**config.mk**
```make
export PLATFORM = sky130hd
export DESIGN_NAME = quantized_weight_matvec
export DESIGN_NICKNAME = d
export VERILOG_FILES = /design/src/hw/rtl/qmv_pkg.sv /design/src/hw/rtl/qmv_regs.sv /design/src/hw/rtl/qmv_ctrl.sv /design/src/hw/rtl/qmv_dp.sv /design/src/hw/rtl/quantized_weight_matvec.sv
export SDC_FILE = /design/constraint.sdc
export NUM_CORES = 2
export LEC_CHECK = 0
export ABC_CLOCK_PERIOD_IN_PS = 24500
export BUFFER_PORTS_ARGS = -buffer_cell sky130_fd_sc_hd__buf_2
export CORE_AREA = 2 2 229 276
export CTS_BUF_LIST = sky130_fd_sc_hd__clkbuf_16
export CTS_CLUSTER_SIZE = 30
export DETAILED_ROUTE_END_ITERATION = 7
export DIE_AREA = 0 0 231 278
export PLACE_DENSITY = 0.8
export SYNTH_ARGS = -nofsm -noshare
export SYNTH_HDL_FRONTEND = slang
export SYNTH_SLANG_ARGS = --single-unit
```
**constraint.sdc**
```tcl
create_clock -name clk -period 24.5 [get_ports clk]
set_input_delay 6.125 -clock clk [delete_from_list [all_inputs] [get_ports clk]]
set_output_delay 6.125 -clock clk [all_outputs]
set_load 0.05 [all_outputs]
```
**src/hw/rtl/qmv_pkg.sv**
```systemverilog
`default_nettype none
package qmv_pkg;

	// Field widths
	localparam int BYTE_W  = 8;
	localparam int ACT_W   = 16;
	localparam int SCALE_W = 16;
	localparam int ZERO_W  = 8;
	localparam int NIB_W   = 4;
	localparam int VAL_W   = 64;
	localparam int COLS_W  = 13;

	// Datapath widths: (q*16 - zero) is Q.4, times scale is Q.16, times act is Q.24
	localparam int DIFF_W  = 13;
	localparam int DEQ_W   = DIFF_W + SCALE_W;
	localparam int PROD_W  = DEQ_W + ACT_W;

	// Configuration port
	localparam int APB_AW  = 4;
	localparam int APB_DW  = 32;
	localparam int IDX_W   = 2;

	localparam logic [IDX_W-1:0] REG_WEIGHT_FORMAT = 2'd0;
	localparam logic [IDX_W-1:0] REG_OUTPUT_MODE   = 2'd1;
	localparam logic [IDX_W-1:0] REG_NUM_COLS      = 2'd2;

	localparam logic [COLS_W-1:0] NUM_COLS_RESET = 13'd4096;
	localparam int MAX_COLS_DEF = 4096;

	// Weight format and output mode codes
	localparam logic FMT_INT8  = 1'b0;
	localparam logic FMT_INT4  = 1'b1;
	localparam logic MODE_DOT  = 1'b0;
	localparam logic MODE_DEQ  = 1'b1;

	typedef struct packed {
		logic weight_format;
		logic output_mode;
		logic [COLS_W-1:0] num_cols;
	} qmv_cfg_t;

	// Controller to datapath
	typedef struct packed {
		logic capture;
		logic deq_en;
		logic mac_en;
		logic nib_sel;
	} qmv_cmd_t;

	// Datapath to controller
	typedef struct packed {
		logic row_end;
		logic out_free;
	} qmv_status_t;

endpackage
`default_nettype wire

```
**src/hw/rtl/qmv_regs.sv**
```systemverilog
`default_nettype none
module qmv_regs import qmv_pkg::*; (
	input  wire logic              clk,
	input  wire logic              arst_n,
	input  wire logic              psel,
	input  wire logic              penable,
	input  wire logic              pwrite,
	input  wire logic [APB_AW-1:0] paddr,
	input  wire logic [APB_DW-1:0] pwdata,
	output logic      [APB_DW-1:0] prdata,
	output logic                   pready,
	output qmv_cfg_t               cfg
);

	logic             wr_en;
	logic [IDX_W-1:0] idx;
	qmv_cfg_t         cfg_q;

	assign pready = 1'b1;
	assign idx    = paddr[APB_AW-1:2];
	assign wr_en  = psel & penable & pwrite;
	assign cfg    = cfg_q;

	// Write registers on the access cycle
	always_ff @(posedge clk or negedge arst_n) begin
		if (!arst_n) begin
			cfg_q.weight_format <= FMT_INT8;
			cfg_q.output_mode   <= MODE_DOT;
			cfg_q.num_cols      <= NUM_COLS_RESET;
		end else if (wr_en) begin
			unique case (idx)
				REG_WEIGHT_FORMAT: cfg_q.weight_format <= pwdata[0];
				REG_OUTPUT_MODE:   cfg_q.output_mode   <= pwdata[0];
				REG_NUM_COLS:      cfg_q.num_cols      <= pwdata[COLS_W-1:0];
				default: ;
			endcase
		end
	end

	// Read back
	always_comb begin
		unique case (idx)
			REG_WEIGHT_FORMAT: prdata = {{(APB_DW-1){1'b0}}, cfg_q.weight_format};
			REG_OUTPUT_MODE:   prdata = {{(APB_DW-1){1'b0}}, cfg_q.output_mode};
			REG_NUM_COLS:      prdata = {{(APB_DW-COLS_W){1'b0}}, cfg_q.num_cols};
			default:           prdata = '0;
		endcase
	end

endmodule
`default_nettype wire

```
**src/hw/rtl/qmv_ctrl.sv**
```systemverilog
`default_nettype none
module qmv_ctrl import qmv_pkg::*; (
	input  wire logic  clk,
	input  wire logic  arst_n,
	input  wire logic  in_valid,
	output logic       in_stall,
	input  wire qmv_cfg_t    cfg,
	input  wire qmv_status_t status,
	output qmv_cmd_t   cmd
);

	localparam logic [1:0] S_IDLE = 2'd0;
	localparam logic [1:0] S_DEQ  = 2'd1;
	localparam logic [1:0] S_MAC  = 2'd2;

	logic [1:0] state_q, state_d;
	logic       nib_q, nib_d;
	logic       need_out;
	logic       mac_go;

	assign in_stall = (state_q != S_IDLE);
	assign need_out = (cfg.output_mode == MODE_DEQ) | status.row_end;
	assign mac_go   = (state_q == S_MAC) & (!need_out | status.out_free);

	assign cmd.capture = (state_q == S_IDLE) & in_valid;
	assign cmd.deq_en  = (state_q == S_DEQ);
	assign cmd.mac_en  = mac_go;
	assign cmd.nib_sel = nib_q;

	// Sequence: take byte, dequantize, multiply-accumulate, repeat for low nibble in 4-bit format unless the row ended
	always_comb begin
		state_d = state_q;
		nib_d   = nib_q;
		unique case (state_q)
			S_IDLE: begin
				if (in_valid) begin
					state_d = S_DEQ;
					nib_d   = 1'b0;
				end
			end
			S_DEQ: state_d = S_MAC;
			S_MAC: begin
				if (mac_go) begin
					if (cfg.weight_format == FMT_INT4 && !nib_q && !status.row_end) begin
						state_d = S_DEQ;
						nib_d   = 1'b1;
					end else begin
						state_d = S_IDLE;
					end
				end
			end
			default: state_d = S_IDLE;
		endcase
	end

	always_ff @(posedge clk or negedge arst_n) begin
		if (!arst_n) begin
			state_q <= S_IDLE;
			nib_q   <= 1'b0;
		end else begin
			state_q <= state_d;
			nib_q   <= nib_d;
		end
	end

endmodule
`default_nettype wire

```
**src/hw/rtl/qmv_dp.sv**
```systemverilog
`default_nettype none
module qmv_dp import qmv_pkg::*; #(
	parameter int MAX_COLS = MAX_COLS_DEF
) (
	input  wire logic                       clk,
	input  wire logic                       arst_n,
	input  wire logic        [BYTE_W-1:0]   weight_byte,
	input  wire logic signed [ACT_W-1:0]    act_first,
	input  wire logic signed [ACT_W-1:0]    act_second,
	input  wire logic signed [SCALE_W-1:0]  row_scale,
	input  wire logic signed [ZERO_W-1:0]   row_zero,
	output logic                            out_valid,
	input  wire logic                       out_stall,
	output logic signed      [VAL_W-1:0]    value,
	output logic                            last_of_row,
	input  wire qmv_cfg_t                   cfg,
	input  wire qmv_cmd_t                   cmd,
	output qmv_status_t                     status
);

	localparam int COLS_MAX_VAL = (1 << COLS_W) - 1;
	localparam int CAP = (MAX_COLS > COLS_MAX_VAL) ? COLS_MAX_VAL : MAX_COLS;
	localparam logic [COLS_W-1:0] CAP_W = COLS_W'(CAP);
	localparam logic [COLS_W-1:0] ONE_COL = COLS_W'(1);

	logic        [BYTE_W-1:0]  byte_q;
	logic signed [ACT_W-1:0]   act1_q, act2_q;
	logic signed [SCALE_W-1:0] scale_q;
	logic signed [ZERO_W-1:0]  zero_q;

	logic signed [NIB_W-1:0]   nib;
	logic signed [DIFF_W-1:0]  q_ext, zero_ext, diff;
	logic signed [DEQ_W-1:0]   deq_d, deq_q;
	logic signed [ACT_W-1:0]   act_sel;
	logic signed [PROD_W-1:0]  prod;
	logic        [VAL_W-1:0]   row_sum_q, sum_new;
	logic        [COLS_W-1:0]  col_q, col_inc, eff_cols;
	logic                      row_end, emit, is_deq;
	logic                      out_valid_q, last_q;
	logic signed [VAL_W-1:0]   value_q;

	// Hold the accepted transaction
	always_ff @(posedge clk) begin
		if (cmd.capture) begin
			byte_q  <= weight_byte;
			act1_q  <= act_first;
			act2_q  <= act_second;
			scale_q <= row_scale;
			zero_q  <= row_zero;
		end
	end

	// Dequantize the selected weight: (q*16 - zero) * scale, zero used only in 4-bit format
	assign nib      = cmd.nib_sel ? byte_q[NIB_W-1:0] : byte_q[BYTE_W-1:NIB_W];
	assign q_ext    = (cfg.weight_format == FMT_INT4) ? DIFF_W'(nib)
	                                                  : DIFF_W'(signed'(byte_q));
	assign zero_ext = (cfg.weight_format == FMT_INT4) ? DIFF_W'(zero_q) : '0;
	assign diff     = (q_ext <<< 4) - zero_ext;
	assign deq_d    = diff * scale_q;

	always_ff @(posedge clk) begin
		if (cmd.deq_en) deq_q <= deq_d;
	end

	// Multiply by activation and accumulate
	assign act_sel = cmd.nib_sel ? act2_q : act1_q;
	assign prod    = deq_q * act_sel;
	assign sum_new = row_sum_q + VAL_W'(prod);

	// Clamp the column limit: zero acts as one, cap at MAX_COLS
	always_comb begin
		if (cfg.num_cols == '0)        eff_cols = ONE_COL;
		else if (cfg.num_cols > CAP_W) eff_cols = CAP_W;
		else                           eff_cols = cfg.num_cols;
	end

	assign col_inc = col_q + ONE_COL;
	assign row_end = (col_inc >= eff_cols);
	assign is_deq  = (cfg.output_mode == MODE_DEQ);
	assign emit    = cmd.mac_en & (is_deq | row_end);

	always_ff @(posedge clk or negedge arst_n) begin
		if (!arst_n) begin
			col_q     <= '0;
			row_sum_q <= '0;
		end else if (cmd.mac_en) begin
			col_q     <= row_end ? '0 : col_inc;
			row_sum_q <= row_end ? '0 : sum_new;
		end
	end

	// Output register: load a result, drop it once taken
	always_ff @(posedge clk or negedge arst_n) begin
		if (!arst_n) begin
			out_valid_q <= 1'b0;
		end else if (emit) begin
			out_valid_q <= 1'b1;
		end else if (!out_stall) begin
			out_valid_q <= 1'b0;
		end
	end

	always_ff @(posedge clk) begin
		if (emit) begin
			value_q <= is_deq ? VAL_W'(deq_q) : signed'(sum_new);
			last_q  <= is_deq ? row_end : 1'b1;
		end
	end

	assign out_valid       = out_valid_q;
	assign value           = value_q;
	assign last_of_row     = last_q;
	assign status.row_end  = row_end;
	assign status.out_free = !out_valid_q | !out_stall;

endmodule
`default_nettype wire

```
**src/hw/rtl/quantized_weight_matvec.sv**
```systemverilog
`default_nettype none
// A result is registered in the dequantize register, then in the output register, after
// its byte is accepted (a low nibble result the same way after the high nibble one), later if the output stalls.
// A new byte is taken only once the previous one is through the accept / dequantize /
// multiply-accumulate sequence, run once in 8-bit format and per nibble in 4-bit format.
// Reset (arst_n, async low): idle, column count and row sum zero, registers to defaults.
module quantized_weight_matvec import qmv_pkg::*; #(
	parameter int MAX_COLS = MAX_COLS_DEF
) (
	input  wire logic                      clk,
	input  wire logic                      arst_n,
	input  wire logic                      psel,
	input  wire logic                      penable,
	input  wire logic                      pwrite,
	input  wire logic        [APB_AW-1:0]  paddr,
	input  wire logic        [APB_DW-1:0]  pwdata,
	output logic             [APB_DW-1:0]  prdata,
	output logic                           pready,
	input  wire logic                      in_valid,
	output logic                           in_stall,
	input  wire logic        [BYTE_W-1:0]  weight_byte,
	input  wire logic signed [ACT_W-1:0]   act_first,
	input  wire logic signed [ACT_W-1:0]   act_second,
	input  wire logic signed [SCALE_W-1:0] row_scale,
	input  wire logic signed [ZERO_W-1:0]  row_zero,
	output logic                           out_valid,
	input  wire logic                      out_stall,
	output logic signed      [VAL_W-1:0]   value,
	output logic                           last_of_row
);

	qmv_cfg_t    cfg;
	qmv_cmd_t    cmd;
	qmv_status_t status;

	qmv_regs u_regs (
		.clk     (clk),
		.arst_n  (arst_n),
		.psel    (psel),
		.penable (penable),
		.pwrite  (pwrite),
		.paddr   (paddr),
		.pwdata  (pwdata),
		.prdata  (prdata),
		.pready  (pready),
		.cfg     (cfg)
	);

	qmv_ctrl u_ctrl (
		.clk      (clk),
		.arst_n   (arst_n),
		.in_valid (in_valid),
		.in_stall (in_stall),
		.cfg      (cfg),
		.status   (status),
		.cmd      (cmd)
	);

	qmv_dp #(
		.MAX_COLS (MAX_COLS)
	) u_dp (
		.clk         (clk),
		.arst_n      (arst_n),
		.weight_byte (weight_byte),
		.act_first   (act_first),
		.act_second  (act_second),
		.row_scale   (row_scale),
		.row_zero    (row_zero),
		.out_valid   (out_valid),
		.out_stall   (out_stall),
		.value       (value),
		.last_of_row (last_of_row),
		.cfg         (cfg),
		.cmd         (cmd),
		.status      (status)
	);

endmodule
`default_nettype wire

```
==> flow_summary.ini <==
[outcome]
outcome = completed

[global_route]
grt-ovfl-total = 0
grt_pass1_vias = 30228
antenna_found_initial = 1
track_usage = 0.294
grt_max_degree = 95
grt_pass1_wl_um = 151000

[detailed_routing]
via_per_inst = 5.73
wl_per_cell_um = 18.6
drt-initial-drc-count = 1651
drc = 0
num_vias = 28112
wl_um = 91100
antenna_left = 0
drtPass1Iterations = 5

[yosys]
ys_seq_elements = 254
yosysSeqAreaShare = 0.189
yosys-mux-area-fraction = 0.0109
yosysWarnings = 0
yosys.area_share.simple = 0.142
synth_fa_ha_area_frac = 0.428
netlist_instances = 4018
netlist-cell-type-count = 76
yosysTopAreaCell = fa_1
netlist.area_leader.share = 0.338
synth.avg_cell_area_sq_um = 9.44
synth_edf_count = 158
synth_top_family_by_area = adder cells
syn_area_sq_um = 37900
synth_xor_xnor_area_share = 0.0372
synth_area_leaders = fa_1 34%, edfxtp_1 13%, ha_1 9.0%, inv_1 7.4%, dfrtp_1 6.3%
synth_compound_area_frac = 0.0985
async_flop_share = 0.378
ys.flop_type = edfxtp_1

[layout]
diodes = 0
finalNetCount = 5083
n_fill_cell = 4878
final_cell_mix = 749 x inv_1, 640 x fa_1, 545 x nand2_1, 273 x ha_1, 247 x and2_1
area_delta_synth_final_pct = 6.48
final_common_cell = inv_1
drive_gt1_frac = 0.0765
postLayoutCellArea_sq_um = 40400

[timing]
setup_tns_ns = 0
worstMarginPinSlew_ns = 1.22
finalCritPeriodShare = 0.550
setup_ws_ns = 11.03
rsz0062_at_grt = no
relSlewSlack = 0.182
min_period_ns = 13.47
fin_skew_ns = 0.0275
clock.fmax_mhz = 74.2
finalSetupViolations = 0
hold_viol = 0
drv_slew = 0
holdWs_ns = 0.479

[place]
dpl_cell_area_sq_um = 39200
gp_congestion = 0.964
place_ws_ns = 11.00
hpwl_um = 71300
place.port_buffers = 165

[worst_setup_path]
crit_required_ns = 18.38
startpoint = paddr[2]
crit_type = primary input to output pin
worstSetupEndpoint = prdata[0]
worst_setup_path_start_kind = primary input
crit_fanout = 13
r2r_cells = 34
setup.worst_path.end_class = output pin
rr_startpoint = u_ctrl.nib_q
rr_endpoint = u_dp.value[59]
crit_arrival_ns = 7.34
timing.reg2reg.setup_slack_ns = 13.53

[clock_tree]
cts_sinks = 254
cts_tree = built
cts_buffer_depth = 3
postCtsHoldBufs = 0
clkTransAtPathRegs_ns = 0.06
clockRootBuffer = clkbuf_16
cts_max_level = 2
cts_resized = 0
numCtsBuffers = 34
post_cts_buffers = 0
clk_latency_ns = 0.58

[floorplan]
io_pins = 207
die_h_um = 278
die_w_um = 231
start_util = 0.616
row_count = 100
dieArea_sq_um = 64200
core_area_sq_um = 61600

[worst_hold_path]
hold_path_class = flip-flop to flip-flop

[flow_run]
maxCapViolCount = 0
==> registers in the layout, summed over array words and instances, names as in the netlist, 2 cells and up <==
signal	count
u_dp.act2_q	16
u_ctrl.state_q	2
u_regs.cfg	15
u_dp.scale_q	16
u_dp.act1_q	16
u_dp.byte_q	8
u_dp.row_sum_q	64
u_dp.zero_q	8
u_dp.col_q	13
u_dp.deq_q	29
u_dp.value	64
==> area by class of cell <==
cell class                      count  area (sq um)  share of cell area
Clock buffer                       36           901              0.0223
Clock inverter                     26           236             0.00586
Inverter                          743          2790              0.0691
Multi-Input combinational cell   2842         27300               0.676
Sequential cell                   254          7150               0.177
Tap cell                          816          1020              0.0253
Timing Repair Buffer              188          1000              0.0248
==> synth_stat cells, drive strengths merged, types with 12 or more instances <==
master    n
inv     743
fa      640
nand2   545
ha      273
and2    247
o21ai   181
clkbuf  170
edfxtp  158
a21oi   134
nor2    113
xnor2   108
dfrtp    95
a21o     83
xor2     52
nor2b    42
o31ai    42
and3     35
mux2     33
nand2b   31
nand3    29
buf      27
o21bai   24
nand4    23
a211oi   18
o21a     18
nor3     16
a31oi    15
o211ai   15
or2      12
==> layer usage <==
metal	vias to the layer above	wire length (um)	global-route usage
met5	-	12	0
met4	2	4550	0.131
met3	289	5290	0.0398
met2	970	47200	0.528
met1	14159	34000	0.352
li1	12692	-	-
==> through the flow <==
step	utilization	std cells
after floorplan	-	4036
after detailed placement	0.637	4843
final	0.656	4905
after global routing	0.656	4905
after global placement	0.637	4843
after CTS	0.656	4905
==> worst max-delay path: stages <==
cell and delay, ns:
buf_2 0.13, nor2b_1 0.59, nand2_1 0.10, o21ai_0 0.10
buf_2 0.29
==> how the worst min path moves through the flow <==
stage                       start            endpoint  slack, ns  cells past startpoint
2_1_floorplan   u_ctrl.state_q[0]   u_ctrl.state_q[0]       0.44                      1
3_3_place_gp    u_ctrl.state_q[0]   u_ctrl.state_q[0]       0.46                      1
3_5_place_dp    u_ctrl.state_q[0]   u_ctrl.state_q[0]       0.47                      1
4_1_cts         u_ctrl.state_q[0]   u_ctrl.state_q[0]       0.48                      1
5_1_grt        u_dp.row_sum_q[19]  u_dp.row_sum_q[19]       0.52                      2
6_report        u_ctrl.state_q[0]   u_ctrl.state_q[0]       0.48                      1
==> logic make-up after synthesis <==
kind of cell	after synthesis
AND/OR/NAND/NOR	1122
adder cells (fa/ha/maj)	913
flip-flops	254
XOR/XNOR	160
buffers and inverters	940
AO/OA/AOI/OAI	590
multiplexers	37
other	2
Power is not shown: default switching activity piles up to over one toggle a cycle in this logic, so the estimate is an artifact.
